File: config.mk
export PLATFORM = sky130hd
export DESIGN_NAME = complement_strand_matcher
export DESIGN_NICKNAME = d
export VERILOG_FILES = /design/src/rtl/csm_pkg.sv /design/src/rtl/csm_cfg_regs.sv /design/src/rtl/csm_step.sv /design/src/rtl/complement_strand_matcher.sv
export SDC_FILE = /design/constraint.sdc
export NUM_CORES = 1
export LEC_CHECK = 0
export ABC_AREA = 1
export CORE_ASPECT_RATIO = 1.5
export CORE_UTILIZATION = 57
export DETAILED_ROUTE_END_ITERATION = 8
export DONT_BUFFER_PORTS = 1
export GPL_TIMING_DRIVEN = 0
export HOLD_SLACK_MARGIN = 0.02
export PLACE_DENSITY = 0.72
export SETUP_SLACK_MARGIN = 0.15
export SYNTH_ARGS = -nofsm -noshare
export SYNTH_HDL_FRONTEND = slang
export SYNTH_SLANG_ARGS = --single-unit
File: constraint.sdc
create_clock -name clk -period 7.9 [get_ports clk]
set_input_delay 0 -clock clk [delete_from_list [all_inputs] [get_ports clk]]
set_output_delay 0 -clock clk [all_outputs]
set_load 0.02 [all_outputs]
File: src/rtl/csm_pkg.sv
// Shared types, constants and helper functions of the complement strand matcher.
// Used by every module of the block; depends on nothing.
package csm_pkg;

	localparam int MAX_PATTERN = 16;
	localparam int MAX_STRAND  = 1048576;

	localparam int CODE_W = 2;
	localparam int WIN_W  = CODE_W * MAX_PATTERN;
	localparam int CNT_W  = $clog2(MAX_STRAND) + 1;
	localparam int PAT_W  = 32;
	localparam int LEN_W  = 5;
	localparam int POS_W  = 20;
	localparam int CHAR_W = 8;
	localparam int ADDR_W = 4;
	localparam int DATA_W = 32;
	localparam int SH_W   = $clog2(MAX_PATTERN) + 1;

	// Register indexes, taken from paddr[3:2].
	localparam logic [1:0] REG_PATTERN_BASES  = 2'd0;
	localparam logic [1:0] REG_PATTERN_LENGTH = 2'd1;
	localparam logic [1:0] REG_START_POSITION = 2'd2;

	localparam logic [LEN_W-1:0] PATTERN_LENGTH_RESET = LEN_W'(1);

	// ASCII characters of the four bases.
	localparam logic [CHAR_W-1:0] CHAR_A = 8'h41;
	localparam logic [CHAR_W-1:0] CHAR_C = 8'h43;
	localparam logic [CHAR_W-1:0] CHAR_G = 8'h47;
	localparam logic [CHAR_W-1:0] CHAR_T = 8'h54;

	localparam logic [CODE_W-1:0] CODE_A = 2'd0;
	localparam logic [CODE_W-1:0] CODE_C = 2'd1;
	localparam logic [CODE_W-1:0] CODE_G = 2'd2;
	localparam logic [CODE_W-1:0] CODE_T = 2'd3;

	typedef struct packed {
		logic [PAT_W-1:0] pattern_bases;
		logic [LEN_W-1:0] pattern_length;
		logic [POS_W-1:0] start_position;
	} cfg_t;

	typedef struct packed {
		logic             match_found;
		logic [POS_W-1:0] match_position;
		logic             invalid_base;
		logic             strand_too_short;
		logic [WIN_W-1:0] window_next;
		logic [CNT_W-1:0] count_next;
	} step_t;

	// Decoded base: valid flag in the top bit, code below it.
	function automatic logic [CODE_W:0] base_code(input logic [CHAR_W-1:0] ch);
		logic [CODE_W:0] res;
		unique case (ch)
			CHAR_A:  res = {1'b1, CODE_A};
			CHAR_C:  res = {1'b1, CODE_C};
			CHAR_G:  res = {1'b1, CODE_G};
			CHAR_T:  res = {1'b1, CODE_T};
			default: res = {1'b0, CODE_A};
		endcase
		return res;
	endfunction

endpackage

File: src/rtl/csm_cfg_regs.sv
// Configuration register file of the complement strand matcher, APB-style port.
// Depends on csm_pkg.
module csm_cfg_regs (
	input  logic                       clk,
	input  logic                       arst_n,
	input  logic                       psel,
	input  logic                       penable,
	input  logic                       pwrite,
	input  logic [csm_pkg::ADDR_W-1:0] paddr,
	input  logic [csm_pkg::DATA_W-1:0] pwdata,
	output logic [csm_pkg::DATA_W-1:0] prdata,
	output logic                       pready,
	output csm_pkg::cfg_t              cfg
);
	import csm_pkg::*;

	logic [PAT_W-1:0] pattern_bases_q;
	logic [LEN_W-1:0] pattern_length_q;
	logic [POS_W-1:0] start_position_q;
	logic             wr_en;
	logic [1:0]       reg_idx;

	assign pready  = 1'b1;
	assign wr_en   = psel & penable & pwrite;
	assign reg_idx = paddr[ADDR_W-1:2];

	always_ff @(posedge clk or negedge arst_n) begin
		if (!arst_n) begin
			pattern_bases_q  <= '0;
			pattern_length_q <= PATTERN_LENGTH_RESET;
			start_position_q <= '0;
		end else if (wr_en) begin
			unique case (reg_idx)
				REG_PATTERN_BASES:  pattern_bases_q  <= pwdata[PAT_W-1:0];
				REG_PATTERN_LENGTH: pattern_length_q <= pwdata[LEN_W-1:0];
				REG_START_POSITION: start_position_q <= pwdata[POS_W-1:0];
				default: ;
			endcase
		end
	end

	always_comb begin
		unique case (reg_idx)
			REG_PATTERN_BASES:  prdata = DATA_W'(pattern_bases_q);
			REG_PATTERN_LENGTH: prdata = DATA_W'(pattern_length_q);
			REG_START_POSITION: prdata = DATA_W'(start_position_q);
			default:            prdata = '0;
		endcase
	end

	assign cfg.pattern_bases  = pattern_bases_q;
	assign cfg.pattern_length = pattern_length_q;
	assign cfg.start_position = start_position_q;

endmodule

File: src/rtl/csm_step.sv
// Combinational step of the matcher: decodes one base, shifts it into the
// window and compares the window with the complemented pattern. Depends on csm_pkg.
module csm_step (
	input  csm_pkg::cfg_t              cfg,
	input  logic [csm_pkg::CHAR_W-1:0] base_char,
	input  logic                       last_base,
	input  logic [csm_pkg::WIN_W-1:0]  window,
	input  logic [csm_pkg::CNT_W-1:0]  count,
	input  logic                       error_seen,
	output csm_pkg::step_t             res
);
	import csm_pkg::*;

	logic [LEN_W-1:0]  len;
	logic [CODE_W:0]   dec;
	logic              in_range;
	logic              at_start;
	logic              err_next;
	logic [WIN_W-1:0]  win_next;
	logic [CNT_W-1:0]  cnt_next;
	logic [CNT_W-1:0]  first;
	logic [SH_W-1:0]   shift;
	logic [WIN_W-1:0]  have;
	logic [WIN_W-1:0]  pat_ext;
	logic [MAX_PATTERN-1:0] base_ok;
	logic              long_enough;
	logic              hit;

	always_comb begin
		if (cfg.pattern_length == '0) begin
			len = LEN_W'(1);
		end else if (cfg.pattern_length > LEN_W'(MAX_PATTERN)) begin
			len = LEN_W'(MAX_PATTERN);
		end else begin
			len = cfg.pattern_length;
		end
	end

	assign dec      = base_code(base_char);
	assign in_range = count < CNT_W'(MAX_STRAND);
	assign at_start = count >= CNT_W'(cfg.start_position);

	// Bases past the overflow limit leave window, count and error untouched.
	assign err_next = error_seen | (in_range & ~dec[CODE_W] & at_start);
	assign win_next = in_range ? {dec[CODE_W-1:0], window[WIN_W-1:CODE_W]} : window;
	assign cnt_next = in_range ? count + CNT_W'(1) : count;

	// Newest len bases sit at the top of the window; bring them down to base 0.
	assign shift = SH_W'(MAX_PATTERN) - SH_W'(len);
	assign have  = win_next >> {shift, 1'b0};

	assign pat_ext = WIN_W'(cfg.pattern_bases);

	always_comb begin
		for (int i = 0; i < MAX_PATTERN; i++) begin
			base_ok[i] = (have[CODE_W*i +: CODE_W] == ~pat_ext[CODE_W*i +: CODE_W]) ||
				(i >= int'(len));
		end
	end

	assign long_enough = cnt_next >= CNT_W'(len);
	assign first       = cnt_next - CNT_W'(len);
	assign hit = in_range & long_enough & ~err_next & (&base_ok) &
		(first >= CNT_W'(cfg.start_position));

	assign res.match_found      = hit;
	assign res.match_position   = hit ? first[POS_W-1:0] : '0;
	assign res.invalid_base     = err_next;
	assign res.strand_too_short = last_base & (cnt_next < CNT_W'(len));
	assign res.window_next      = win_next;
	assign res.count_next       = cnt_next;

endmodule

File: src/rtl/complement_strand_matcher.sv
// Top level of the complement strand matcher: input register, strand state,
// result register. Depends on csm_pkg, csm_cfg_regs and csm_step.
//
//   channel  | handshake               | payload
//   ---------+-------------------------+-------------------------------------------
//   input    | in_valid / in_stall     | base_char, last_base
//   result   | out_valid / out_stall   | match_found, match_position, invalid_base,
//            |                         | strand_too_short
//   config   | psel, penable, pwrite   | paddr, pwdata, prdata (pready tied high)
//
// One base per cycle while out_stall does not hold the result register. Each base is
// captured in the input register, then passes the window compare into the result
// register. The strand state is updated as a base leaves the input register.
// Reset clears the strand state and both valid flags; configuration returns to
// its reset values. A held out_stall fills the result register, then the input
// register, then raises in_stall.
module complement_strand_matcher (
	input  logic                       clk,
	input  logic                       arst_n,
	input  logic                       psel,
	input  logic                       penable,
	input  logic                       pwrite,
	input  logic [csm_pkg::ADDR_W-1:0] paddr,
	input  logic [csm_pkg::DATA_W-1:0] pwdata,
	output logic [csm_pkg::DATA_W-1:0] prdata,
	output logic                       pready,
	input  logic                       in_valid,
	output logic                       in_stall,
	input  logic [csm_pkg::CHAR_W-1:0] base_char,
	input  logic                       last_base,
	output logic                       out_valid,
	input  logic                       out_stall,
	output logic                       match_found,
	output logic [csm_pkg::POS_W-1:0]  match_position,
	output logic                       invalid_base,
	output logic                       strand_too_short
);
	import csm_pkg::*;

	cfg_t              cfg;
	step_t             step;
	logic              valid_s1;
	logic [CHAR_W-1:0] char_s1;
	logic              last_s1;
	logic              valid_s2;
	logic              match_s2;
	logic [POS_W-1:0]  pos_s2;
	logic              invalid_s2;
	logic              short_s2;
	logic [WIN_W-1:0]  window_q;
	logic [CNT_W-1:0]  count_q;
	logic              error_q;
	logic              advance;
	logic              accept;

	csm_cfg_regs u_cfg (
		.clk     (clk),
		.arst_n  (arst_n),
		.psel    (psel),
		.penable (penable),
		.pwrite  (pwrite),
		.paddr   (paddr),
		.pwdata  (pwdata),
		.prdata  (prdata),
		.pready  (pready),
		.cfg     (cfg)
	);

	csm_step u_step (
		.cfg        (cfg),
		.base_char  (char_s1),
		.last_base  (last_s1),
		.window     (window_q),
		.count      (count_q),
		.error_seen (error_q),
		.res        (step)
	);

	// A base moves on whenever the result register is empty or being drained.
	assign advance  = valid_s1 & (~valid_s2 | ~out_stall);
	assign in_stall = valid_s1 & ~advance;
	assign accept   = in_valid & ~in_stall;

	always_ff @(posedge clk or negedge arst_n) begin
		if (!arst_n) begin
			valid_s1 <= 1'b0;
			valid_s2 <= 1'b0;
			window_q <= '0;
			count_q  <= '0;
			error_q  <= 1'b0;
		end else begin
			if (accept) begin
				valid_s1 <= 1'b1;
			end else if (advance) begin
				valid_s1 <= 1'b0;
			end
			if (advance) begin
				valid_s2 <= 1'b1;
			end else if (~out_stall) begin
				valid_s2 <= 1'b0;
			end
			if (advance) begin
				if (last_s1) begin
					window_q <= '0;
					count_q  <= '0;
					error_q  <= 1'b0;
				end else begin
					window_q <= step.window_next;
					count_q  <= step.count_next;
					error_q  <= step.invalid_base;
				end
			end
		end
	end

	always_ff @(posedge clk) begin
		if (accept) begin
			char_s1 <= base_char;
			last_s1 <= last_base;
		end
		if (advance) begin
			match_s2   <= step.match_found;
			pos_s2     <= step.match_position;
			invalid_s2 <= step.invalid_base;
			short_s2   <= step.strand_too_short;
		end
	end

	assign out_valid        = valid_s2;
	assign match_found      = match_s2;
	assign match_position   = pos_s2;
	assign invalid_base     = invalid_s2;
	assign strand_too_short = short_s2;

endmodule

==> impl_metrics.yaml, run 1 <==
outcome:
  status: "completed"
placed_design:
  post-place-cells: 1809
  port_buffers: 0
  dp_hpwl_mm: 29.33
  dpl_cell_area_sq_um: 11020
  gp_congestion: 1.031
synth:
  ys_warn_count: 0
  synth_top_area_share_pct: 26.19
  avgSynthCellArea_sq_um: 6.874
  ys_ff_latch: 145
  netlist_area_sq_um: 10700
  synth_fp_nets: 1659
  synthArstFlopShare_pct: 77.93
  seq_area_frac_synth_pct: 35.41
  synth_top_cell_by_area: "dfrtp_1"
  ys_types: 54
  synth_edf_count: 32
  synthCells: 1557
  synth_ff_type: "dfrtp_1"
  synth.area.top_cells: "dfrtp_1 (26%), nand2_1 (16%), edfxtp_1 (9.0%)"
clock_tree:
  cts_setup_buffers: 0
  cts_num_sinks: 145
  cts_buffer_depth: 2
  cts_made_buffers: 17
  clkLatencyLatePin_ps: 440
  post_cts_resize_count: 0
  htreeDepth: 4
  cts_root_buf: "clkbuf_16"
  cts.clk_slew.worst_paths_ps: 60
  cts_tree: "yes"
sta:
  fmaxAchievable_ghz: 0.1753
  worstMarginPinSlew_ps: 963.8
  setup_violations: 0
  min_period_ps: 5703
  finalHoldViolCount: 0
  rsz0062_at_grt: "no"
  relSlewSlack_pct: 35.07
  drv_slew: 0
  hold_ws_ps: 49.23
  setup_tns_ps: 0
  skew_ps: 6.649
  min_period_over_period_pct: 72.19
grt:
  grt_pass1_wl_mm: 57.93
  track_usage_pct: 40.66
  antenna_found_initial: 0
  grt_pass1_vias: 10661
  grt_max_degree: 114
  gr-total-overflow: 0
setup_path:
  cp-startpoint: "u_cfg.pattern_length_q[4]$_DFFE_PN0P_"
  slowest_stage: "fa_1"
  path_class: "reg2reg"
  crit_top_cell: "nand2_1"
  critical_path_peak_fanout: 10
  slowest_delay_ps: 380
  arrival_ps: 6000
  startpoint_type: "flop"
  r2r-start: "u_cfg.pattern_length_q[4]$_DFFE_PN0P_"
  required_ps: 8200
  end_kind: "flop"
power_and_ir_drop:
  p_sw_share_pct: 48.06
  pwr-share-seq_pct: 25.7
  power_mw: 3.631
  ir_drop_mv: 0.2325
  pwr-share-comb_pct: 52.7
  p_int_mw: 1.886
  p_leak_nw: 6.109
  power.net_switching_mw: 1.745
  power_density_nw_per_um2: 300.3
  clockPowerShare_pct: 21.7
finish:
  final_cells: 1890
  drive_above_1_share_pct: 7.509
  fin_nets: 1727
  design_area_sq_um: 12090
  layout-area-overhead-vs-synth_pct: 12.95
  seq_area_sq_um: 3790
  multi_input_area_sq_um: 5757
  antennaDiodeCount: 0
  fillCellCount: 1738
routing:
  num_vias: 11054
  drc: 0
  wl_per_cell_microns: 20.12
  finalWirelength_mm: 38.02
  drtPass1Iterations: 5
  detailedRoute.firstIterationViolations: 914
  ant_nets: 0
  viasPerCell: 5.849
floorplan:
  die_area_sq_um: 19340
  dieHeight_microns: 169.8
  io_pins: 110
  start_util_pct: 57.95
  core_area_sq_um: 18470
  die_w_microns: 113.9
  fp-row-count: 61
flow_run:
  maxCapViolations: 0
worst_hold_path:
  hp-class: "in2reg"
  min_from: "paddr[3]"
==> cells by family (layout without fill, tap and decap cells) <==
| kind of cell | count (synthesis) | in the layout | synth area share (%) |
|---|---|---|---|
| AND/OR/NAND/NOR | 832 | 832 | 34.28 |
| buffers and inverters | 286 | 367 | 10.80 |
| AO/OA/AOI/OAI | 220 | 220 | 11.61 |
| flip-flops | 145 | 145 | 35.41 |
| adder cells (fa/ha/maj) | 50 | 50 | 5.915 |
| XOR/XNOR | 23 | 23 | 1.952 |
| other | 1 | 1 | 0.03504 |
==> path summary, 6_finish.rpt <==
| path | end | slack [ps] | depth (start not counted) |
|---|---|---|---|
| worst max-delay path | match_position[15]$_SDFFCE_PN0P_ | 2200 | 35 |
| worst min register to register | u_cfg.pattern_bases_q[17]$_DFFE_PN0P_ | 490 | 2 |
| worst min-delay path | u_cfg.pattern_length_q[3]$_DFFE_PN0P_ | 50 | 3 |
| min in group asynchronous | u_cfg.pattern_bases_q[25]$_DFFE_PN0P_ | 120 | 2 |
| max in group asynchronous | window_q[23]$_DFFE_PN0P_ | 7230 | 2 |
| worst max register to register | match_position[15]$_SDFFCE_PN0P_ | 2200 | 35 |
==> through the flow <==
step / utilization [%] / setup slack (ps)
finish: 65.45 / 2197
global route: 65.45 / 1747
CTS: 65.45 / 2321
detailed placement: 59.66 / 2353
global placement: 59.65 / 2454
floorplan: - / 3442
==> routing by layer <==
metal | global-route usage [%] | vias to the layer above | part of all wire, %
li1 | - | 5225 | -
met1 | 44.21 | 5230 | 36
met2 | 68.93 | 449 | 49
met3 | 7.051 | 150 | 5.9
met4 | 33.60 | 0 | 9.0
met5 | 0 | - | 0
==> critical path, delay by kind of cell, from the launching register on <==
kind / cells / cell delay [ps]
flip-flops: 1 / 360
AO/OA/AOI/OAI: 3 / 440
AND/OR/NAND/NOR: 20 / 2250
buffers and inverters: 8 / 1230
XOR/XNOR: 1 / 340
adder cells (fa/ha/maj): 3 / 930
==> area by class of cell <==
cell class / count / area share [%]
Multi-Input combinational cell: 1126 / 47.62
Sequential cell: 145 / 31.35
Inverter: 222 / 6.914
Timing Repair Buffer: 49 / 4.202
Clock buffer: 19 / 3.747
Buffer: 64 / 2.660
Tap cell: 252 / 2.608
Clock inverter: 13 / 0.9004
==> cells in the final DEF, fill, tap and decap left out, types with 38 or more instances in the layout <==
cell type        n
nand3_1        178
nand2_1        463
nor2_1          91
dlygate4sd3_1   48
o21ai_0        106
inv_1          207
ha_1            49
a21oi_1         38
dfrtp_1        112
o22ai_1         50
==> synthesized netlist by cell type (5+ instances only) <==
cell type  count
nand3_1      178
nand2_1      463
nand2_2        6
o21ai_1        6
nor3_1        14
xor2_1        21
clkbuf_1      33
buf_4          6
nor2_1        91
o21ai_0      106
o22ai_1       50
nor2_2        22
o221ai_1       6
nand4_1       34
buf_2         16
inv_2         13
ha_1          49
dfrtp_1      112
edfxtp_1      32
inv_1        207
buf_6          5
a21oi_1       38
nor2_4         6
==> state kept, by name (all words and copies together), names as in the netlist, 5 cells and up <==
register and count:
u_cfg.pattern_length_q 5, count_q 21, char_s1 8, u_cfg.start_position_q 20, match_position 20, window_q 32
u_cfg.pattern_bases_q 32
==> power by group through the flow <==
stage                     sequential (mW)  clock [mW]  combinational, mW
after global routing                0.940       0.818               2.10
after CTS                           0.929       0.785               1.87
final                               0.931       0.786               1.91
after global placement              0.940           0               1.81
after floorplan                     0.922           0               1.31
after detailed placement            0.941           0               1.83
==> what timing repair did <==
action,in CTS,in global routing
endpoints found under the hold margin,190,0
endpoints found under the setup margin,0,0
hold buffers,49,0
(Power assumes the default switching activity.)
==> inputs of run 2 (changes only) <==
Clock period 7.9 ns to 5.5 ns, I/O delays scaled along.
==> run 2 against run 1 <==
First-iteration DRC count grew 8.4%. Maximum frequency grew 13%. Largest cell class unchanged. Clock skew grew 0.87 ps. Setup slack lost 1800 ps. Register-to-register slack lost 1800 ps.
==> impl_metrics.yaml, run 2 (synthesis gave the netlist of run 1 again) <==
worst_hold_path:
  hp-class: "in2reg"
placed_design:
  post-place-cells: 1809
  gp_congestion: 1.031
  port_buffers: 0
  dp_hpwl_mm: 29.33
  place_ws_ps: -46.60
finish:
  biggestRegsByFlops: "u_cfg.pattern_bases_q x32, window_q x32, count_q x21"
  fin_nets: 1733
  final_cells: 1896
  layout-area-overhead-vs-synth_pct: 14.93
  antennaDiodeCount: 0
  final_util_pct: 66.60
  most-common-layout-cells: "nand2_1 (462), inv_1 (206), nand3_1 (178)"
  drive_above_1_share_pct: 8.516
  final_common_cell: "nand2_1"
setup_path:
  end_kind: "flop"
  critical_path_peak_fanout: 10
  startpoint_type: "flop"
  slowest_delay_ps: 380
  arrival_ps: 5240
  slowest_stage: "fa_1"
  required_ps: 5690
  crit_top_cell: "nand2_1"
  path_class: "reg2reg"
grt:
  grt_max_degree: 114
  top_usage_layer: "met2"
  gr-total-overflow: 0
  grt_pass1_wl_mm: 58.12
  grt_pass1_vias: 10642
  grt_use_met2_pct: 68.72
  grtUsageMet3_pct: 7.372
  use_met1_pct: 44.38
  antenna_found_initial: 0
  track_usage_pct: 40.76
sta:
  setup_violations: 0
  fmaxAchievable_ghz: 0.1979
  timing.final.ws_setup_ps: 446.5
  worstMarginPinSlew_ps: 988.1
  skew_ps: 7.515
  finalHoldViolCount: 0
  min_period_ps: 5054
  drv_slew: 0
  relSlewSlack_pct: 33.43
  min_period_over_period_pct: 91.88
  setup_tns_ps: 0
  rsz0062_at_grt: "no"
floorplan:
  io_pins: 110
  core_area_sq_um: 18470
  start_util_pct: 57.95
  die_w_microns: 113.9
  dieHeight_microns: 169.8
  fp-row-count: 61
  die_area_sq_um: 19340
power_and_ir_drop:
  power_density_nw_per_um2: 432.4
  p_leak_nw: 6.177
  ir_drop_mv: 0.3322
clock_tree:
  cts_num_sinks: 145
  htreeDepth: 4
  cts_tree: "yes"
  cts.clk_slew.worst_paths_ps: 60
  clkLatencyLatePin_ps: 440
  cts_made_buffers: 17
  cts_buffer_depth: 2
  cts_root_buf: "clkbuf_16"
routing:
  wl_per_cell_microns: 20.30
  drtPass1Iterations: 5
  ant_nets: 0
  drc: 0
  viasPerCell: 5.857
  detailedRoute.firstIterationViolations: 991
  finalWirelength_mm: 38.49
  num_vias: 11104
outcome:
  status: "completed"
flow_run:
  maxCapViolations: 0
## run 2: cell types whose count changed in the layout (fill, tap and decap cells not counted), sizes merged
cell    previous run  this run
buf               32        37
clkbuf            52        53
## run 2: routing by layer
layer,part of all wire [%],vias to the layer above
met5,0,-
met3,6.3,143
met4,8.7,0
met2,49,477
met1,36,5241
li1,-,5243
## run 2: critical path: cells and delay by family, from the launching register on
family / cells / cell delay [ps]
buf+inv: 6 / 790
simple gates: 18 / 1810
fa+ha+maj: 3 / 830
flops: 1 / 360
xor+xnor: 1 / 260
compound gates: 5 / 720
## run 2: timing repair
action	4_1_cts	5_1_grt
pin swaps	0	5
buffers inserted	0	5
hold buffers	49	0
hold endpoints to repair	190	0
setup endpoints to repair	21	21
gates cloned	0	1
gates resized for setup	5	29
## run 2: final timing paths
check / slack, ps / cells past startpoint / to / startpoint
max: 450 / 33 / match_position[13]$_SDFFCE_PN0P_ / u_cfg.pattern_length_q[2]$_DFFE_PN0P_
max reg2reg: 450 / 33 / match_position[13]$_SDFFCE_PN0P_ / u_cfg.pattern_length_q[2]$_DFFE_PN0P_
min reg2reg: 490 / 2 / u_cfg.start_position_q[11]$_DFFE_PN0P_ / u_cfg.start_position_q[11]$_DFFE_PN0P_
min: 40 / 3 / u_cfg.pattern_length_q[1]$_DFFE_PN0P_ / paddr[3]
max in group asynchronous: 4840 / 2 / count_q[5]$_DFFE_PN0P_ / arst_n
min in group asynchronous: 130 / 2 / u_cfg.pattern_bases_q[25]$_DFFE_PN0P_ / arst_n
## run 2: area by class of cell
cell class	instances	area, sq um
clock inverters	13	108.9
plain buffers	64	371.6
inverters	222	838.3
repair buffers	55	570.5
clock buffers	19	452.9
multi-input cells	1126	5853
well taps	252	315.3
fillers	1718	6170
flip-flops and latches	145	3790
## run 2: through the flow
step                      power (mW)  area, sq um  hold slack, ps
after CTS                      5.160        12110           21.37
after global placement         3.944        11020          -293.6
after detailed placement       3.981        11020          -293.0
after floorplan                3.206        10700          -295.6
final                          5.319        12300           36.21
after global routing           5.648        12300           85.93
## run 2: report_power, final
group | leakage, nW | total, mW | switching, mW | internal [mW]
Clock | 0.283 | 1.13 | 0.485 | 0.644
Combinational | 4.11 | 2.85 | 1.96 | 0.892
Sequential | 1.78 | 1.34 | 0.112 | 1.23
Total | 6.18 | 5.32 | 2.56 | 2.76
==> inputs of run 3 (changes only) <==
Settings changed: ABC_AREA 1 to not set.
==> run 3 against run 2 <==
The flow now finishes with violations (setup timing). Critical path depth fell by 3. Clock skew rose by 2.9 ps. Sequential cell count did not move. Design area rose by 12%. Largest cell class unchanged. Critical path type unchanged.
==> impl_metrics.yaml, run 3 <==
synth:
  synth.area.top_cells: "dfrtp_1 (25%), edfxtp_1 (8.5%), ha_1 (5.4%)"
  synthArstFlopShare_pct: 77.93
  synth_ff_type: "dfrtp_1"
  ys_ff_latch: 145
  synth_fp_nets: 1408
  synth_edf_count: 32
  synthTopCellsByCount: "nand2_1 (143), o21ai_0 (119), dfrtp_1 (112)"
  netlist_area_sq_um: 11350
  synthCells: 1306
  yosysMostFrequentCell: "nand2_1"
  synth_top_area_share_pct: 24.70
  ys_types: 91
  synth_top_cell_by_area: "dfrtp_1"
  ys_warn_count: 0
  avgSynthCellArea_sq_um: 8.688
  seq_area_frac_synth_pct: 33.40
routing:
  drtPass1Iterations: 8
  drc: 0
  wl_per_cell_microns: 26.46
  viasPerCell: 6.915
  ant_nets: 0
  finalWirelength_mm: 44.72
  detailedRoute.firstIterationViolations: 1482
  num_vias: 11687
setup_path:
  startpoint_type: "flop"
  slowest_stage: "dfrtp_1"
  arrival_ps: 6110
  end_kind: "flop"
  required_ps: 5700
  critical_path_peak_fanout: 7
  r2r_setup_slack_ps: -410
  slowest_delay_ps: 390
  path_class: "reg2reg"
grt:
  grt_pass1_wl_mm: 67.37
  gr-total-overflow: 0
  grt_pass1_vias: 11572
  antenna_found_initial: 1
  grt_max_degree: 114
  track_usage_pct: 45.64
sta:
  worstMarginPinSlew_ps: 1206
  rsz0062_at_grt: "yes"
  timing.final.ws_setup_ps: -408.0
  fmaxAchievable_ghz: 0.1693
  min_period_ps: 5908
  drv_slew: 0
  relSlewSlack_pct: 19.00
  setup_tns_ps: -7109
  setup_violations: 21
  min_period_over_period_pct: 107.4
  finalHoldViolCount: 0
  skew_ps: 10.46
floorplan:
  fp-row-count: 62
  die_area_sq_um: 20490
  dieHeight_microns: 174.8
  io_pins: 110
  die_w_microns: 117.2
  core_area_sq_um: 19320
  start_util_pct: 58.74
power_and_ir_drop:
  pwr-share-seq_pct: 26.7
  power.net_switching_mw: 2.293
  clockPowerShare_pct: 22.0
  p_sw_share_pct: 44.47
  p_leak_nw: 5.469
  power_density_nw_per_um2: 373.6
  ir_drop_mv: 0.2811
  pwr-share-comb_pct: 51.2
  p_int_mw: 2.863
clock_tree:
  cts_made_buffers: 17
  cts_tree: "yes"
  cts.clk_slew.worst_paths_ps: 70
  cts_num_sinks: 145
  clkLatencyLatePin_ps: 450
  htreeDepth: 4
  cts_root_buf: "clkbuf_16"
  cts_buffer_depth: 2
flow_run:
  maxCapViolations: 0
worst_hold_path:
  hp-class: "in2reg"
finish:
  biggestRegsByFlops: "u_cfg.pattern_bases_q x32, window_q x32, count_q x21"
  fin_nets: 1523
  layout-area-overhead-vs-synth_pct: 21.64
  most-common-layout-cells: "nand2_1 (140), o21ai_0 (114), dfrtp_1 (112)"
  final_common_cell: "nand2_1"
  final_util_pct: 71.46
  antennaDiodeCount: 0
  drive_above_1_share_pct: 18.41
placed_design:
  dp_hpwl_mm: 30.80
  port_buffers: 0
  gp_congestion: 0.9997
outcome:
  failed_checks: "setup timing"
  status: "finished, violations left"
==> run 3: changes by cell type after synthesis, moves of 24 or more <==
cell	change
a21oi_1	+29
mux2i_1	+39
nand3_1	-135
inv_1	-161
clkbuf_1	+27
mux2_2	+47
nand2_1	-320
nand4_1	-24
o22ai_1	-30
and2_1	+28
xnor2_1	+33
==> run 3: cell families after synthesis <==
kind of cell	Yosys count	share of synthesized area (%)
adders and majority gates	50	5.579
buffers and inverters	139	5.337
xor gates and xnor gates	47	3.628
muxes	93	9.494
AOI/OAI and AO/OA	373	21.40
DFF	145	33.40
and+or+nand+nor	458	21.13
other	1	0.03305
==> run 3: final cells by class <==
cell class / instances / area (sq um)
Sequential cell: 145 / 3790
Multi-Input combinational cell: 1022 / 7493
Fill cell: 1479 / 5513
Clock inverter: 14 / 112.6
Tap cell: 256 / 320.3
Clock buffer: 18 / 450.4
Inverter: 49 / 186.4
Buffer: 90 / 531.8
Timing Repair Buffer: 96 / 918.4
==> run 3: path summary, 6_finish.rpt <==
path,cells after the start,end,from
setup / recovery,30,match_position[10]$_SDFFCE_PN0P_,count_q[20]$_DFFE_PN0P_
hold / removal,3,u_cfg.pattern_length_q[2]$_DFFE_PN0P_,penable
setup reg to reg,30,match_position[10]$_SDFFCE_PN0P_,count_q[20]$_DFFE_PN0P_
hold reg to reg,1,out_valid$_DFFE_PN0P_,valid_s1$_DFFE_PN0P_
max in group asynchronous,2,u_cfg.pattern_bases_q[0]$_DFFE_PN0P_,arst_n
min in group asynchronous,2,window_q[14]$_DFFE_PN0P_,arst_n
==> run 3: worst max-delay path: cells and delay by family (launching register included) <==
family | cells | cell delay (ps)
buffers and inverters | 11 | 1410
XOR/XNOR | 2 | 360
flip-flops | 1 | 390
adder cells (fa/ha/maj) | 3 | 750
AND/OR/NAND/NOR | 3 | 240
AO/OA/AOI/OAI | 11 | 2480
==> run 3: stage by stage <==
stage	worst slack, ps	std cells	power [mW]	instance area, sq um	hold slack, ps
detailed placement	-1472	1562	3.414	11750	-292.9
CTS	-275.8	1676	4.889	13540	39.65
finish	-408.0	1690	5.156	13800	52.55
global placement	-1466	1562	3.384	11750	-293.3
global route	-487.0	1690	5.345	13800	80.30
floorplan	157.5	1306	2.806	11430	-295.6
==> run 3: power by group through the flow <==
stage	clock network (mW)	logic, mW	registers, mW
3_3_place_gp	0	2.00	1.38
6_report	1.14	2.64	1.38
2_1_floorplan	0	1.47	1.33
3_5_place_dp	0	2.03	1.39
5_1_grt	1.18	2.77	1.39
4_1_cts	1.14	2.37	1.37
==> run 3: timing repair <==
item                                    4_1_cts  5_1_grt
hold buffers                                 48        0
endpoints found under the setup margin       21       21
gates cloned                                  2        0
pin swaps                                    48       40
resized for setup                            81       30
buffers inserted                             32       14
hold endpoints to repair                    190        0
==> run 3: metal layers <==
layer / GRT usage [%] / vias up / share of wire, %
li1: - / 5054 / -
met1: 48.94 / 5612 / 33
met2: 72.79 / 743 / 48
met3: 13.87 / 278 / 9.1
met4: 37.24 / 0 / 9.7
met5: 0 / - / 0
